### src/gdeg_pkg.sv
// ----------------------------------------------------------------------------
// gdeg_pkg
// shared types and constants of the gate dependency edge generator
// ----------------------------------------------------------------------------
`default_nettype none

package gdeg_pkg;

  localparam int MAX_WIRES = 1024;
  localparam int MAX_NODES = 65536;

  localparam int WIRE_W  = $clog2(MAX_WIRES);      // wire index
  localparam int WCNT_W  = WIRE_W + 1;             // wire_count register
  localparam int NODE_W  = 16;                     // node number on the bus
  localparam int CNT_W   = $clog2(MAX_NODES) + 1;  // node counter, holds MAX_NODES
  localparam int EPOCH_W = 8;                      // circuit tag kept in the table

  localparam logic [EPOCH_W-1:0] EPOCH_MAX  = {EPOCH_W{1'b1}};
  localparam logic [EPOCH_W-1:0] EPOCH_ONE  = EPOCH_W'(1);
  localparam logic [WIRE_W-1:0]  WIRE_LAST  = WIRE_W'(MAX_WIRES - 1);
  localparam logic [WCNT_W-1:0]  WIRE_LIMIT = WCNT_W'(MAX_WIRES);
  localparam logic [CNT_W-1:0]   NODE_LIMIT = CNT_W'(MAX_NODES);

  localparam int OPQ_DEPTH = 4;
  localparam int OPQ_AW    = $clog2(OPQ_DEPTH);

  localparam int IN_DATA_W  = 24;
  localparam int OUT_DATA_W = 32;
  localparam int KIND_W     = 3;

  typedef enum logic [KIND_W-1:0] {
    KIND_EDGE   = 3'd0,
    KIND_NOPRED = 3'd1,
    KIND_RANGE  = 3'd2,
    KIND_SAME   = 3'd3,
    KIND_OVER   = 3'd4
  } kind_t;

  // classified operation; kind is KIND_EDGE for a good operation
  typedef struct packed {
    kind_t               kind;
    logic [WIRE_W-1:0]   wire_a;
    logic [WIRE_W-1:0]   wire_b;
    logic [NODE_W-1:0]   node;
    logic [EPOCH_W-1:0]  epoch;
    logic                clear_first;
  } op_t;

  typedef struct packed {
    kind_t               kind;
    logic [NODE_W-1:0]   earlier_node;
    logic [NODE_W-1:0]   later_node;
    logic                last_result;
  } res_t;

  typedef struct packed {
    logic [EPOCH_W-1:0]  tag;
    logic [NODE_W-1:0]   node;
  } entry_t;

  typedef enum logic {
    BK_CLEAR,
    BK_RUN
  } bk_state_t;

endpackage

`default_nettype wire

### src/gdeg_opq.sv
// ----------------------------------------------------------------------------
// gdeg_opq
// short queue of classified operations between front and back
// ----------------------------------------------------------------------------
`default_nettype none

module gdeg_opq import gdeg_pkg::*; (
  input  wire logic  clk,
  input  wire logic  rst,
  input  wire logic  push,
  input  wire op_t   push_op,
  output logic       full,
  input  wire logic  pop,
  output op_t        head,
  output logic       empty
);

  op_t               slots [OPQ_DEPTH];
  logic [OPQ_AW-1:0] wr_ptr;
  logic [OPQ_AW-1:0] rd_ptr;
  logic [OPQ_AW:0]   count;

  assign full  = (count == (OPQ_AW + 1)'(OPQ_DEPTH));
  assign empty = (count == '0);
  assign head  = slots[rd_ptr];

  always_ff @(posedge clk) begin
    if (rst) begin
      wr_ptr <= '0;
      rd_ptr <= '0;
      count  <= '0;
    end else begin
      if (push) begin
        wr_ptr <= wr_ptr + OPQ_AW'(1);
      end
      if (pop) begin
        rd_ptr <= rd_ptr + OPQ_AW'(1);
      end
      if (push && !pop) begin
        count <= count + (OPQ_AW + 1)'(1);
      end else if (pop && !push) begin
        count <= count - (OPQ_AW + 1)'(1);
      end
    end
  end

  always_ff @(posedge clk) begin
    if (push) begin
      slots[wr_ptr] <= push_op;
    end
  end

endmodule

`default_nettype wire

### config.mk
export PLATFORM = sky130hd
export DESIGN_NAME = gdeg_opq
export DESIGN_NICKNAME = d
export VERILOG_FILES = /design/src/gdeg_pkg.sv /design/src/gdeg_opq.sv
export SDC_FILE = /design/constraint.sdc
export NUM_CORES = 1
export LEC_CHECK = 0
export ABC_AREA = 0
export BUFFER_PORTS_ARGS = -buffer_cell sky130_fd_sc_hd__buf_2
export CAP_MARGIN = 20
export CORE_UTILIZATION = 57
export CTS_BUF_LIST = sky130_fd_sc_hd__clkbuf_16
export DETAILED_ROUTE_END_ITERATION = 12
export PLACE_DENSITY_LB_ADDON = 0.05
export SLEW_MARGIN = 20
export SYNTH_ARGS = -nofsm -noshare
export SYNTH_HDL_FRONTEND = slang
export SYNTH_SLANG_ARGS = --single-unit
### constraint.sdc
create_clock -name clk -period 2.28 [get_ports clk]
set_input_delay 0.114 -clock clk [delete_from_list [all_inputs] [get_ports clk]]
set_output_delay 0.114 -clock clk [all_outputs]
set_load 0.02 [all_outputs]
==> results.json <==
{
  "status": "finished clean",
  "min_period_ns": 2.09,
  "hold_viol": 0,
  "grt_pass1_vias": 3598,
  "dr.pass1.iters": 4,
  "fmax_mhz": 478,
  "post_drt_wl_per_cell_microns": 19.2,
  "cpMaxStageDelayCell": "dfxtp_4",
  "power.leakage_nw": 3.23,
  "fill_cells": 759,
  "slew_viol_final": 0,
  "path_cells": "buf_12, mux4_2, buf_2",
  "arrival_ns": 1.98,
  "initial_utilization": 0.585,
  "layout_setup_ws_ns": 0.188,
  "crit_path_end_kind": "output port",
  "cts_max_level": 1,
  "ant_nets": 0,
  "clockBufferDepth": 3,
  "rsz0062_at_grt": "no",
  "num-nets-final": 526,
  "antenna_found_initial": 0,
  "dp.final_hpwl_microns": 7190,
  "syn-cell-area_sq_mm": 0.00735,
  "pre_cts_ws_ns": 0.636,
  "cts_tree": "built",
  "die_h_microns": 116,
  "top_layer": "met4",
  "synth_largest_area_cell": "edfxtp_1",
  "met2_length_microns": 6570,
  "required_ns": 2.17,
  "ys.flop_type": "edfxtp_1",
  "drive_above_1_share": 0.395,
  "drc": 0,
  "rows": 41,
  "final_util": 0.738,
  "cp-start-kind": "flip-flop",
  "die-area_sq_mm": 0.0133,
  "via_per_inst": 5.30,
  "ys_types": 21,
  "wl_met1_microns": 5140,
  "placedCellCount": 566,
  "grt_pass1_wl_microns": 19000,
  "synth-edff-count": 192,
  "power_mw": 8.27,
  "vias": 3460,
  "yosysMostFrequentCell": "edfxtp_1",
  "fin_setup_tns_ns": 0,
  "fin_skew_ns": 0.00620,
  "die_w_microns": 116,
  "cts-buffers-inserted": 20,
  "instances_no_fill": 653,
  "ys_seq_elements": 201,
  "core_sq_mm": 0.0126,
  "diodes": 0,
  "synth_seq_area_share": 0.809,
  "met3_length_microns": 659,
  "synth_area_leaders": "edfxtp_1 (78%), mux4_2 (15%), dfxtp_1 (2.5%)",
  "slowest_delay_ns": 0.54,
  "cp_max_fo": 19,
  "synth.top_cell.area_share": 0.785,
  "finalCritPeriodShare": 0.917,
  "grt_usage": 0.193,
  "wl_microns": 12500,
  "netlist_instances": 294,
  "area_growth_pct": 26.3,
  "ys_warn_count": 0,
  "regArea_sq_mm": 0.00595,
  "max-slew-margin-rel": 0.699,
  "synthArstFlopShare": 0,
  "setup_viol": 0,
  "drt-initial-drc-count": 239,
  "grt_max_degree": 38,
  "clk_latency_ns": 0.47,
  "clockRootBuffer": "clkbuf_16",
  "multi_input_area_sq_mm": 0.00132,
  "cts.sinks": 201,
  "portBuffers": 101,
  "drv_cap": 0,
  "synth_common_cells": "edfxtp_1 (192), mux4_2 (48), dfxtp_1 (9)",
  "path_class": "reg -> out",
  "whs_ns": 0.388,
  "place_congestion": 0.645,
  "ir_drop_mv": 0.620,
  "cts_setup_buffers": 0,
  "syn_area_per_cell_sq_um": 25.0,
  "post_cts_resized": 0,
  "placed_area_sq_mm": 0.00815,
  "power_density_mw_per_mm2": 891,
  "holdCritPathClass": "in -> reg",
  "final_area_sq_mm": 0.00928,
  "grt.overflow.total": 0,
  "cts.clk_slew.worst_paths_ns": 0.06,
  "syn_nets": 352,
  "ios": 102,
  "worst_pin_slew_ns": 0.452
}
[cell families after synthesis]
| family | after synthesis | synth area share |
|---|---|---|
| multiplexers | 50 | 0.150 |
| AND/OR/NAND/NOR | 15 | 0.0100 |
| AO/OA/AOI/OAI | 2 | 0.00136 |
| flip-flops | 201 | 0.809 |
| adder cells (fa/ha/maj) | 6 | 0.0112 |
| buffers and inverters | 15 | 0.0123 |
| XOR/XNOR | 5 | 0.00596 |
[area by class of cell]
cell class	instances	area share
flip-flops and latches	201	0.641
multi-input cells	78	0.142
repair buffers	163	0.127
clock buffers	21	0.0566
well taps	172	0.0232
clock inverters	14	0.00890
inverters	4	0.00162
[worst max-delay path: cells and delay by family (launching register included)]
family                 cells  cell delay, ns
muxes                      1            0.54
DFF                        1            0.54
buffers and inverters      2            0.43
[layer usage]
metal / up-vias / GRT usage
met1: 1749 / 0.253
met5: - / 0
met4: 0 / 0.0450
met2: 107 / 0.337
met3: 17 / 0.0392
li1: 1587 / -
[final timing paths]
path                                        startpoint                     end  slack, ns  cells after the start
worst max register to register  wr_ptr[0]$_SDFFE_PP0P_   slots[2][7]$_DFFE_PP_       0.70                      4
worst min register to register   count[2]$_SDFFE_PP0P_   count[2]$_SDFFE_PP0P_       0.51                      2
worst max-delay path                         flip-flop                head[24]       0.19                      3
worst min-delay path                       push_op[13]  slots[2][13]$_DFFE_PP_       0.39                      2
[power breakdown]
part,switching (mW),internal (mW),leakage (nW)
Sequential,0.0752,4.24,1.84
Combinational,0.509,0.440,1.08
Clock,1.24,1.76,0.319
[sequential cells by signal, summed over array words and instances, names as in the netlist, named ones only]
signal / cells
slots: 192
count: 3
rd_ptr: 2
wr_ptr: 2
[placed cells by master, fill, tap and decap left out, drive strengths merged]
cell / n
a21oi: 1
and2: 4
buf: 111
bufinv: 1
clkbuf: 21
clkinv: 8
dfxtp: 9
dlygate4sd3: 52
edfxtp: 192
fa: 1
ha: 5
inv: 9
mux2i: 2
mux4: 48
nand2: 1
nor2: 7
nor3: 1
nor3b: 1
o21ai: 1
or3: 1
xnor2: 2
xor2: 3
[timing repair]
action	4_1_cts	5_1_grt
hold buffers	52	0
endpoints found under the hold margin	201	0
endpoints found under the setup margin	0	0
No activity file was read; power rests on OpenSTA's default activity.
