[config.mk]
export PLATFORM = sky130hd
export DESIGN_NAME = gdeg_front
export DESIGN_NICKNAME = d
export VERILOG_FILES = /design/src/gdeg_pkg.sv /design/src/gdeg_front.sv
export SDC_FILE = /design/constraint.sdc
export NUM_CORES = 1
export LEC_CHECK = 0
export BUFFER_PORTS_ARGS = -buffer_cell sky130_fd_sc_hd__buf_2
export CAP_MARGIN = 20
export CORE_ASPECT_RATIO = 1.5
export CORE_UTILIZATION = 55
export CTS_BUF_LIST = sky130_fd_sc_hd__clkbuf_8 sky130_fd_sc_hd__clkbuf_16
export CTS_CLUSTER_DIAMETER = 40
export DETAILED_ROUTE_END_ITERATION = 10
export PLACE_DENSITY = 0.82
export SYNTH_ARGS = -nofsm -noshare
export SYNTH_HDL_FRONTEND = slang
export SYNTH_SLANG_ARGS = --single-unit
[constraint.sdc]
create_clock -name clk -period 4.72 [get_ports clk]
set_input_delay 0 -clock clk [delete_from_list [all_inputs] [get_ports clk]]
set_output_delay 0 -clock clk [all_outputs]
set_load 0.01 [all_outputs]
[src/gdeg_pkg.sv]
// ----------------------------------------------------------------------------
// gdeg_pkg
// shared types and constants of the gate dependency edge generator
// ----------------------------------------------------------------------------
`default_nettype none

package gdeg_pkg;

  localparam int MAX_WIRES = 1024;
  localparam int MAX_NODES = 65536;

  localparam int WIRE_W  = $clog2(MAX_WIRES);      // wire index
  localparam int WCNT_W  = WIRE_W + 1;             // wire_count register
  localparam int NODE_W  = 16;                     // node number on the bus
  localparam int CNT_W   = $clog2(MAX_NODES) + 1;  // node counter, holds MAX_NODES
  localparam int EPOCH_W = 8;                      // circuit tag kept in the table

  localparam logic [EPOCH_W-1:0] EPOCH_MAX  = {EPOCH_W{1'b1}};
  localparam logic [EPOCH_W-1:0] EPOCH_ONE  = EPOCH_W'(1);
  localparam logic [WIRE_W-1:0]  WIRE_LAST  = WIRE_W'(MAX_WIRES - 1);
  localparam logic [WCNT_W-1:0]  WIRE_LIMIT = WCNT_W'(MAX_WIRES);
  localparam logic [CNT_W-1:0]   NODE_LIMIT = CNT_W'(MAX_NODES);

  localparam int OPQ_DEPTH = 4;
  localparam int OPQ_AW    = $clog2(OPQ_DEPTH);

  localparam int IN_DATA_W  = 24;
  localparam int OUT_DATA_W = 32;
  localparam int KIND_W     = 3;

  typedef enum logic [KIND_W-1:0] {
    KIND_EDGE   = 3'd0,
    KIND_NOPRED = 3'd1,
    KIND_RANGE  = 3'd2,
    KIND_SAME   = 3'd3,
    KIND_OVER   = 3'd4
  } kind_t;

  // classified operation; kind is KIND_EDGE for a good operation
  typedef struct packed {
    kind_t               kind;
    logic [WIRE_W-1:0]   wire_a;
    logic [WIRE_W-1:0]   wire_b;
    logic [NODE_W-1:0]   node;
    logic [EPOCH_W-1:0]  epoch;
    logic                clear_first;
  } op_t;

  typedef struct packed {
    kind_t               kind;
    logic [NODE_W-1:0]   earlier_node;
    logic [NODE_W-1:0]   later_node;
    logic                last_result;
  } res_t;

  typedef struct packed {
    logic [EPOCH_W-1:0]  tag;
    logic [NODE_W-1:0]   node;
  } entry_t;

  typedef enum logic {
    BK_CLEAR,
    BK_RUN
  } bk_state_t;

endpackage

`default_nettype wire

[src/gdeg_front.sv]
// ----------------------------------------------------------------------------
// gdeg_front
// accepts operations, numbers them and flags the error cases
// ----------------------------------------------------------------------------
`default_nettype none

module gdeg_front import gdeg_pkg::*; (
  input  wire logic                  clk,
  input  wire logic                  rst,
  input  wire logic                  s_axis_tvalid,
  output logic                       s_axis_tready,
  input  wire logic [IN_DATA_W-1:0]  s_axis_tdata,
  input  wire logic [0:0]            s_axis_tuser,
  input  wire logic                  cfg_wr_en,
  input  wire logic [WCNT_W-1:0]     cfg_wr_data,
  input  wire logic                  clearing,
  input  wire logic                  q_full,
  output logic                       q_push,
  output op_t                        q_op
);

  logic [WCNT_W-1:0]  wire_count;
  logic [CNT_W-1:0]   node_cnt;
  logic [EPOCH_W-1:0] epoch;
  logic               op_valid;
  op_t                op;

  logic [WIRE_W-1:0]  wire_a;
  logic [WIRE_W-1:0]  wire_b;
  logic               start;
  logic [WCNT_W-1:0]  limit;
  logic [CNT_W-1:0]   cnt_eff;
  logic [EPOCH_W-1:0] epoch_eff;
  logic               wrap;
  kind_t              kind;
  logic               accept;

  assign wire_a = s_axis_tdata[WIRE_W-1:0];
  assign wire_b = s_axis_tdata[2*WIRE_W-1:WIRE_W];
  assign start  = s_axis_tuser[0];

  always_comb begin
    limit     = (wire_count < WIRE_LIMIT) ? wire_count : WIRE_LIMIT;
    cnt_eff   = start ? '0 : node_cnt;
    wrap      = start && (epoch == EPOCH_MAX);
    epoch_eff = !start ? epoch : (wrap ? EPOCH_ONE : epoch + EPOCH_ONE);
    if (({1'b0, wire_a} >= limit) || ({1'b0, wire_b} >= limit)) begin
      kind = KIND_RANGE;
    end else if (wire_a == wire_b) begin
      kind = KIND_SAME;
    end else if (cnt_eff >= NODE_LIMIT) begin
      kind = KIND_OVER;
    end else begin
      kind = KIND_EDGE;
    end
  end

  assign s_axis_tready = !clearing && (!op_valid || !q_full);
  assign accept        = s_axis_tvalid && s_axis_tready;
  assign q_push        = op_valid && !q_full;
  assign q_op          = op;

  always_ff @(posedge clk) begin
    if (rst) begin
      wire_count <= WIRE_LIMIT;
    end else if (cfg_wr_en) begin
      wire_count <= cfg_wr_data;
    end
  end

  always_ff @(posedge clk) begin
    if (rst) begin
      node_cnt <= '0;
      epoch    <= EPOCH_ONE;
      op_valid <= 1'b0;
    end else if (accept) begin
      node_cnt <= (kind == KIND_EDGE) ? cnt_eff + CNT_W'(1) : cnt_eff;
      epoch    <= epoch_eff;
      op_valid <= 1'b1;
    end else if (q_push) begin
      op_valid <= 1'b0;
    end
  end

  always_ff @(posedge clk) begin
    if (accept) begin
      op.kind        <= kind;
      op.wire_a      <= wire_a;
      op.wire_b      <= wire_b;
      op.node        <= cnt_eff[NODE_W-1:0];
      op.epoch       <= epoch_eff;
      op.clear_first <= wrap;
    end
  end

endmodule

`default_nettype wire

==> results.sh, run 1 <==
export IMPL_status="completed"
export IMPL_min_to="wire_count[10]"
export IMPL_syn_nets=455
export IMPL_endpoint_kind="register"
export IMPL_cts_buffers=9
export IMPL_wl_per_cell_um=16.9
export IMPL_drt_pre_antenna_iters=5
export IMPL_rrSetupSlack_ns=1.47
export IMPL_r2r_start="wire_count[10]"
export IMPL_synthSimpleGateAreaFrac_pct=20.4
export IMPL_powerDensity_nw_per_um2=292
export IMPL_final_hold_viol_count=0
export IMPL_worst_pin_slew_ns=0.862
export IMPL_cts_repair_resize_count=0
export IMPL_initial_core_util_pct=57.0
export IMPL_netlist_instances=391
export IMPL_drt_vias_per_instance=5.79
export IMPL_reg2reg_depth=9
export IMPL_setup_viol_count_final=0
export IMPL_leakagePower_nw=2.12
export IMPL_ys_async_sr_fraction_pct=0
export IMPL_rsz0062_at_grt="no"
export IMPL_peakVddDrop_mv=0.204
export IMPL_root_buffer="clkbuf_8"
export IMPL_clk_latency_ns=0.36
export IMPL_ctsHtreeMaxLevel=3
export IMPL_crit_fanout=14
export IMPL_dpl_cell_area_sq_um=4660
export IMPL_crit_path_cell_trace="nor2b_1, ha_1, nand2b_1, a211oi_1, o31ai_1, a41o_1, nor3_1, a21oi_1, a211o_1"
export IMPL_cp_start_kind="register"
export IMPL_arrival_ns=3.50
export IMPL_holdCritStartpoint="cfg_wr_en"
export IMPL_drt_iter0_drc=183
export IMPL_synth_area_leaders="edfxtp_1, dfxtp_1, ha_1, mux2i_1, nand2_1"
export IMPL_grt_pass1_vias=3517
export IMPL_dpl_worst_slack_ns=1.59
export IMPL_gp_congestion=0.886
export IMPL_fin_nets=572
export IMPL_cts_tree="yes"
export IMPL_synth_compound_area_share_pct=10.3
export IMPL_synth_top_area_cell="edfxtp_1"
export IMPL_timing_final_crit_period_ns=3.25
export IMPL_drive_gt1_share_pct=20.9
export IMPL_seq_area_frac_synth_pct=52.6
export IMPL_vias=3551
export IMPL_cts_buffer_depth=2
export IMPL_wl_met2_mm=5.59
export IMPL_ys_types=51
export IMPL_wl_met1_mm=3.67
export IMPL_ys_ff_latch=85
export IMPL_cp_data_required_time_ns=4.97
export IMPL_grtUsageTotal_pct=27.8
export IMPL_synth_edf_count=48
export IMPL_grt_antenna_before_repair=0
export IMPL_whs_ns=0.130
export IMPL_die_x_um=72.9
export IMPL_synth_top_family_by_area="simple AND/OR/NAND/NOR gates"
export IMPL_routed_wl_met3_um=708
export IMPL_path_clk_slew_ns=0.08
export IMPL_grt_max_degree=46
export IMPL_hp_class="primary input to register"
export IMPL_utilization_pct=71.1
export IMPL_critPathSlowestCell="nor3_1"
export IMPL_die_area_sq_um=7900
export IMPL_grt_ovfl_total=0
export IMPL_grt_pass1_wl_mm=16.3
export IMPL_synth_xor_area_share_pct=3.80
export IMPL_critPathKind="register to register"
export IMPL_syn_to_final_growth_pct=24.7
export IMPL_die_height_um=108
export IMPL_antennaDiodeCount=0
export IMPL_finalInstanceArea_sq_um=5170
export IMPL_yosysWarnings=0
export IMPL_final_setup_tns_ns=0
export IMPL_finalNonFillerCells=613
export IMPL_skew_ns=0.00932
export IMPL_dpl_hpwl_mm=6.69
export IMPL_wl_mm=10.4
export IMPL_pin_count=92
export IMPL_maxSlewViolCount=0
export IMPL_core_sq_um=7270
export IMPL_muxShareOfSynthArea_pct=4.16
export IMPL_worst_slack_ns=1.47
export IMPL_whs_path_depth=3
export IMPL_synthAdderAreaFrac_pct=6.63
export IMPL_timing_rr_end="node_cnt[8]"
export IMPL_num_rows=38
export IMPL_syn_area_sq_um=4150
export IMPL_drcViolationCount=0
export IMPL_clock_sinks=85
export IMPL_ant_nets=0
export IMPL_maxCapViolCount=0
export IMPL_port_buffers=87
export IMPL_synth_main_ff_cell="edfxtp_1"
export IMPL_total_power_mw=1.51
export IMPL_relSlewSlack_pct=42.4
export IMPL_max_freq_mhz=308
export IMPL_routed_top_layer="met4"
export IMPL_dp_cells=565
export IMPL_synth_top_cell_area_share_pct=34.7
export IMPL_post_cts_buffers=0
export IMPL_fin_crit_sh_pct=68.9
export IMPL_max_stage_delay_ns=0.66
export IMPL_avgSynthCellArea_sq_um=10.6
-- how the worst max path moves through the flow --
stage                    from           to  slack (ns)  cells after the start
2_1_floorplan        op_valid     epoch[3]        1.76                      7
4_1_cts        wire_count[10]  node_cnt[8]        1.56                      9
3_5_place_dp   wire_count[10]  node_cnt[8]        1.59                      9
5_1_grt        wire_count[10]  node_cnt[8]        1.38                      9
6_report       wire_count[10]  node_cnt[8]        1.47                      9
3_3_place_gp   wire_count[10]  node_cnt[3]        1.69                     10
-- cell type report --
class,instances,area (sq um)
Inverter,8,30.0
Tap cell,100,125
Clock inverter,5,45.0
Sequential cell,85,2180
Timing Repair Buffer,120,763
Fill cell,524,2100
Multi-Input combinational cell,284,1880
Clock buffer,11,151
-- cells by family (layout without fill, tap and decap cells) --
logic type	Yosys count	in the layout
XOR/XNOR	18	18
AO/OA/AOI/OAI	65	65
flip-flops	85	85
multiplexers	17	17
AND/OR/NAND/NOR	162	162
buffers and inverters	22	144
adder cells (fa/ha/maj)	22	22
-- state kept, by name (all words and copies together), names as in the netlist --
register and cells:
epoch 8, node_cnt 17, op_valid 1, q_op 48, wire_count 11
-- synthesized netlist by cell type, types with 3 or more instances --
library cell	count
a31oi_1	4
dfxtp_1	37
buf_1	4
nor4_1	5
inv_1	7
and2_1	4
a21oi_1	22
mux2i_1	15
nand4_1	8
xnor2_1	5
edfxtp_1	48
and3_1	4
nand2_1	38
nor3_1	7
o21ai_0	11
a211o_1	4
nor2_1	32
nor2b_1	20
a21o_1	4
ha_1	22
clkbuf_1	9
nand3_1	16
and4_1	3
xor2_1	13
nand2b_1	13
-- critical path, delay by kind of cell, from the launching register on --
kind / cells / cell delay, ns
flip-flops: 1 / 0.59
AND/OR/NAND/NOR: 3 / 0.94
AO/OA/AOI/OAI: 5 / 1.32
adder cells (fa/ha/maj): 1 / 0.31
-- per-layer routing --
metal	vias to the layer above	global-route usage, %
met5	-	0
met3	38	6.34
met4	0	18.3
li1	1659	-
met1	1655	27.9
met2	199	50.1
-- power breakdown --
group | total (mW) | switching [mW] | internal (mW) | leakage (nW)
logic | 0.177 | 0.100 | 0.0764 | 1.26
registers | 0.821 | 0.0121 | 0.809 | 0.744
clock network | 0.513 | 0.247 | 0.266 | 0.115
total | 1.51 | 0.359 | 1.15 | 2.12
-- layout by cell type (no fill, tap or decap), drive strengths merged, types with 3 or more instances in the layout --
master,instances
a211o,4
a21o,4
a21oi,23
a31oi,4
and2,4
and3,4
and4,3
buf,88
clkbuf,11
dfxtp,37
dlygate4sd3,32
edfxtp,48
ha,22
inv,12
mux2i,15
nand2,38
nand2b,13
nand3,16
nand4,8
nor2,32
nor2b,20
nor3,8
nor4,5
o21ai,11
xnor2,5
xor2,13
-- repair_timing --
action                                 4_1_cts  5_1_grt
endpoints found under the hold margin       32        0
hold buffers                                32        0
setup endpoints to repair                    0        0
Note: power is estimated with default switching activity, not from simulation.
==> run 2, diff against run 1 <==
Settings changed: ABC_AREA set to 1, PLACE_DENSITY 0.82 to 0.81.
Clock period 4.72 ns to 3.2 ns, I/O delays scaled along.
==> run 2 against run 1 <==
Sequential cell count stayed put. Setup slack worse by 0.88 ns. Sequential share of layout area is 3.5 points lower. Global-route usage is 0.80 points lower. Largest power group unchanged.
==> results.sh, run 2 <==
export IMPL_fin_crit_sh_pct=81.5
export IMPL_ant_nets=0
export IMPL_grt_pass1_wl_mm=18.2
export IMPL_grt_antenna_before_repair=0
export IMPL_max_freq_mhz=384
export IMPL_dpl_hpwl_mm=7.57
export IMPL_grt_max_degree=24
export IMPL_postCtsHoldBufs=31
export IMPL_drt_vias_per_instance=5.19
export IMPL_syn_nets=612
export IMPL_wl_mm=10.9
export IMPL_die_height_um=113
export IMPL_leakagePower_nw=2.53
export IMPL_wl_per_cell_um=14.1
export IMPL_final_setup_tns_ns=0
export IMPL_crit_start="wire_count[10]"
export IMPL_grt_ovfl_total=0
export IMPL_syn_area_sq_um=4520
export IMPL_endpoint_kind="register"
export IMPL_vias=4022
export IMPL_synth_edf_count=48
export IMPL_synth_main_ff_cell="edfxtp_1"
export IMPL_synth_area_leaders="edfxtp_1, dfxtp_1, nand2_1, ha_1, nor2_1"
export IMPL_ys_top_cells_by_count="nand2_1, nor2_1, inv_1"
export IMPL_fillers=631
export IMPL_path_clk_slew_ns=0.06
export IMPL_initial_core_util_pct=56.5
export IMPL_root_buffer="clkbuf_16"
export IMPL_cts_repair_resize_count=0
export IMPL_drcViolationCount=0
export IMPL_final_hold_viol_count=0
export IMPL_worst_slack_ns=0.594
export IMPL_maxCapViolCount=0
export IMPL_grtUsageTotal_pct=26.9
export IMPL_dp_cells=728
export IMPL_ys_async_sr_fraction_pct=0
export IMPL_gp_congestion=0.894
export IMPL_seq_area_frac_synth_pct=48.2
export IMPL_final_common_cell="nand2_1"
export IMPL_sw_frac_of_total_pct=24.5
export IMPL_grt_pass1_vias=4104
export IMPL_critPathKind="register to register"
export IMPL_relSlewSlack_pct=62.0
export IMPL_timing_rr_end="node_cnt[2]"
export IMPL_yosysWarnings=0
export IMPL_timing_final_crit_period_ns=2.61
export IMPL_core_sq_um=8010
export IMPL_drt_pre_antenna_iters=5
export IMPL_setup_viol_count_final=0
export IMPL_post_cts_buffers=0
export IMPL_synth_top_cell_area_share_pct=31.9
export IMPL_drive_gt1_share_pct=21.9
export IMPL_cp_start_kind="register"
export IMPL_cp_data_required_time_ns=3.48
export IMPL_whs_path_depth=2
export IMPL_p_clk_share_pct=40.3
export IMPL_clock_sinks=85
export IMPL_ys_types=33
export IMPL_min_to="wire_count[10]"
export IMPL_maxSlewViolCount=0
export IMPL_power_switching_mw=0.633
export IMPL_peakVddDrop_mv=0.361
export IMPL_p_comb_share_pct=12.3
export IMPL_pin_count=92
export IMPL_drt_iter0_drc=285
export IMPL_cts_buffer_depth=2
export IMPL_cts_buffers=9
export IMPL_total_power_mw=2.59
export IMPL_clk_latency_ns=0.34
export IMPL_synth_top_area_cell="edfxtp_1"
export IMPL_largest_register_ffs=48
export IMPL_r2r_start="wire_count[10]"
export IMPL_finalNonFillerCells=775
export IMPL_p_seq_share_pct=47.4
export IMPL_dpl_worst_slack_ns=0.678
export IMPL_die_x_um=76.0
export IMPL_antennaDiodeCount=0
export IMPL_ys_ff_latch=85
export IMPL_worst_pin_slew_ns=0.569
export IMPL_port_buffers=87
export IMPL_crit_fanout=16
export IMPL_syn_to_final_growth_pct=24.7
export IMPL_skew_ns=0.00526
export IMPL_whs_ns=0.0164
export IMPL_internal_power_mw=1.95
export IMPL_arrival_ns=2.89
export IMPL_rsz0062_at_grt="no"
export IMPL_netlist_instances=548
export IMPL_num_rows=40
export IMPL_mostFrequentLayoutCells="nand2_1, buf_2, nor2_1"
export IMPL_die_area_sq_um=8600
export IMPL_fin_nets=729
export IMPL_ctsHtreeMaxLevel=3
export IMPL_cts_tree="yes"
export IMPL_holdCritStartpoint="cfg_wr_en"
export IMPL_synth_most_common_cell="nand2_1"
export IMPL_avgSynthCellArea_sq_um=8.25
export IMPL_hp_class="primary input to register"
export IMPL_powerDensity_nw_per_um2=458
export IMPL_rrSetupSlack_ns=0.59
export IMPL_reg2reg_depth=14
export IMPL_status="completed"
[run 2: cells by family (layout without fill, tap and decap cells)]
logic type,Yosys count,after routing,synth area share (%)
and+or+nand+nor,278,278,27.8
buffers and inverters,89,211,8.08
DFF,85,85,48.2
AOI/OAI and AO/OA,58,58,6.69
adders and majority gates,22,22,6.09
xor gates and xnor gates,16,16,3.10
[run 2: layer usage]
metal | up-vias | global-route usage (%) | share of wire, %
li1 | 1997 | - | -
met2 | 139 | 50.8 | 55
met4 | 0 | 16.7 | 4.4
met3 | 45 | 4.92 | 4.2
met1 | 1841 | 27.3 | 37
met5 | - | 0 | 0
[run 2: cell type report]
| class | instances | area, sq um | area share (%) |
|---|---|---|---|
| sequential | 85 | 2180 | 38.7 |
| inverter | 73 | 274 | 4.86 |
| tap | 105 | 131 | 2.33 |
| timing repair buffer | 122 | 776 | 13.8 |
| multi-input combinational | 374 | 1980 | 35.0 |
| clock inverter | 6 | 62.6 | 1.11 |
| clock buffer | 10 | 239 | 4.24 |
[run 2: power groups by stage]
stage / registers, mW / logic [mW] / clock network (mW)
floorplan: 1.26 / 0.169 / 0
global placement: 1.25 / 0.273 / 0
detailed placement: 1.25 / 0.284 / 0
CTS: 1.22 / 0.316 / 1.05
global route: 1.23 / 0.357 / 1.11
finish: 1.23 / 0.319 / 1.04
[run 2: how the worst max path moves through the flow]
stage                               to  slack [ns]  depth (start not counted)
final                      node_cnt[2]        0.59                         14
after global routing      node_cnt[16]        0.39                         14
after CTS                 node_cnt[16]        0.64                         14
after detailed placement  node_cnt[16]        0.68                         14
after global placement    node_cnt[16]        0.77                         14
after floorplan           node_cnt[12]        0.99                         16
[run 2: critical path: stages (launching register included)]
cell     delay (ns)
dfxtp_1        0.34
inv_2          0.20
nand2_1        0.13
ha_1           0.35
nand2_1        0.10
nand3_1        0.12
o21ai_0        0.24
nand2_1        0.11
nor2_2         0.14
nand4_4        0.26
nor2_1         0.27
nand2_1        0.10
nand2_1        0.07
inv_1          0.03
nor2_1         0.08
[run 2: through the flow]
| stage | cell area [sq um] | utilization (%) |
|---|---|---|
| floorplan | 4520 | - |
| global route | 5640 | 70.4 |
| finish | 5640 | 70.4 |
| global placement | 5030 | 62.8 |
| CTS | 5640 | 70.4 |
| detailed placement | 5030 | 62.8 |
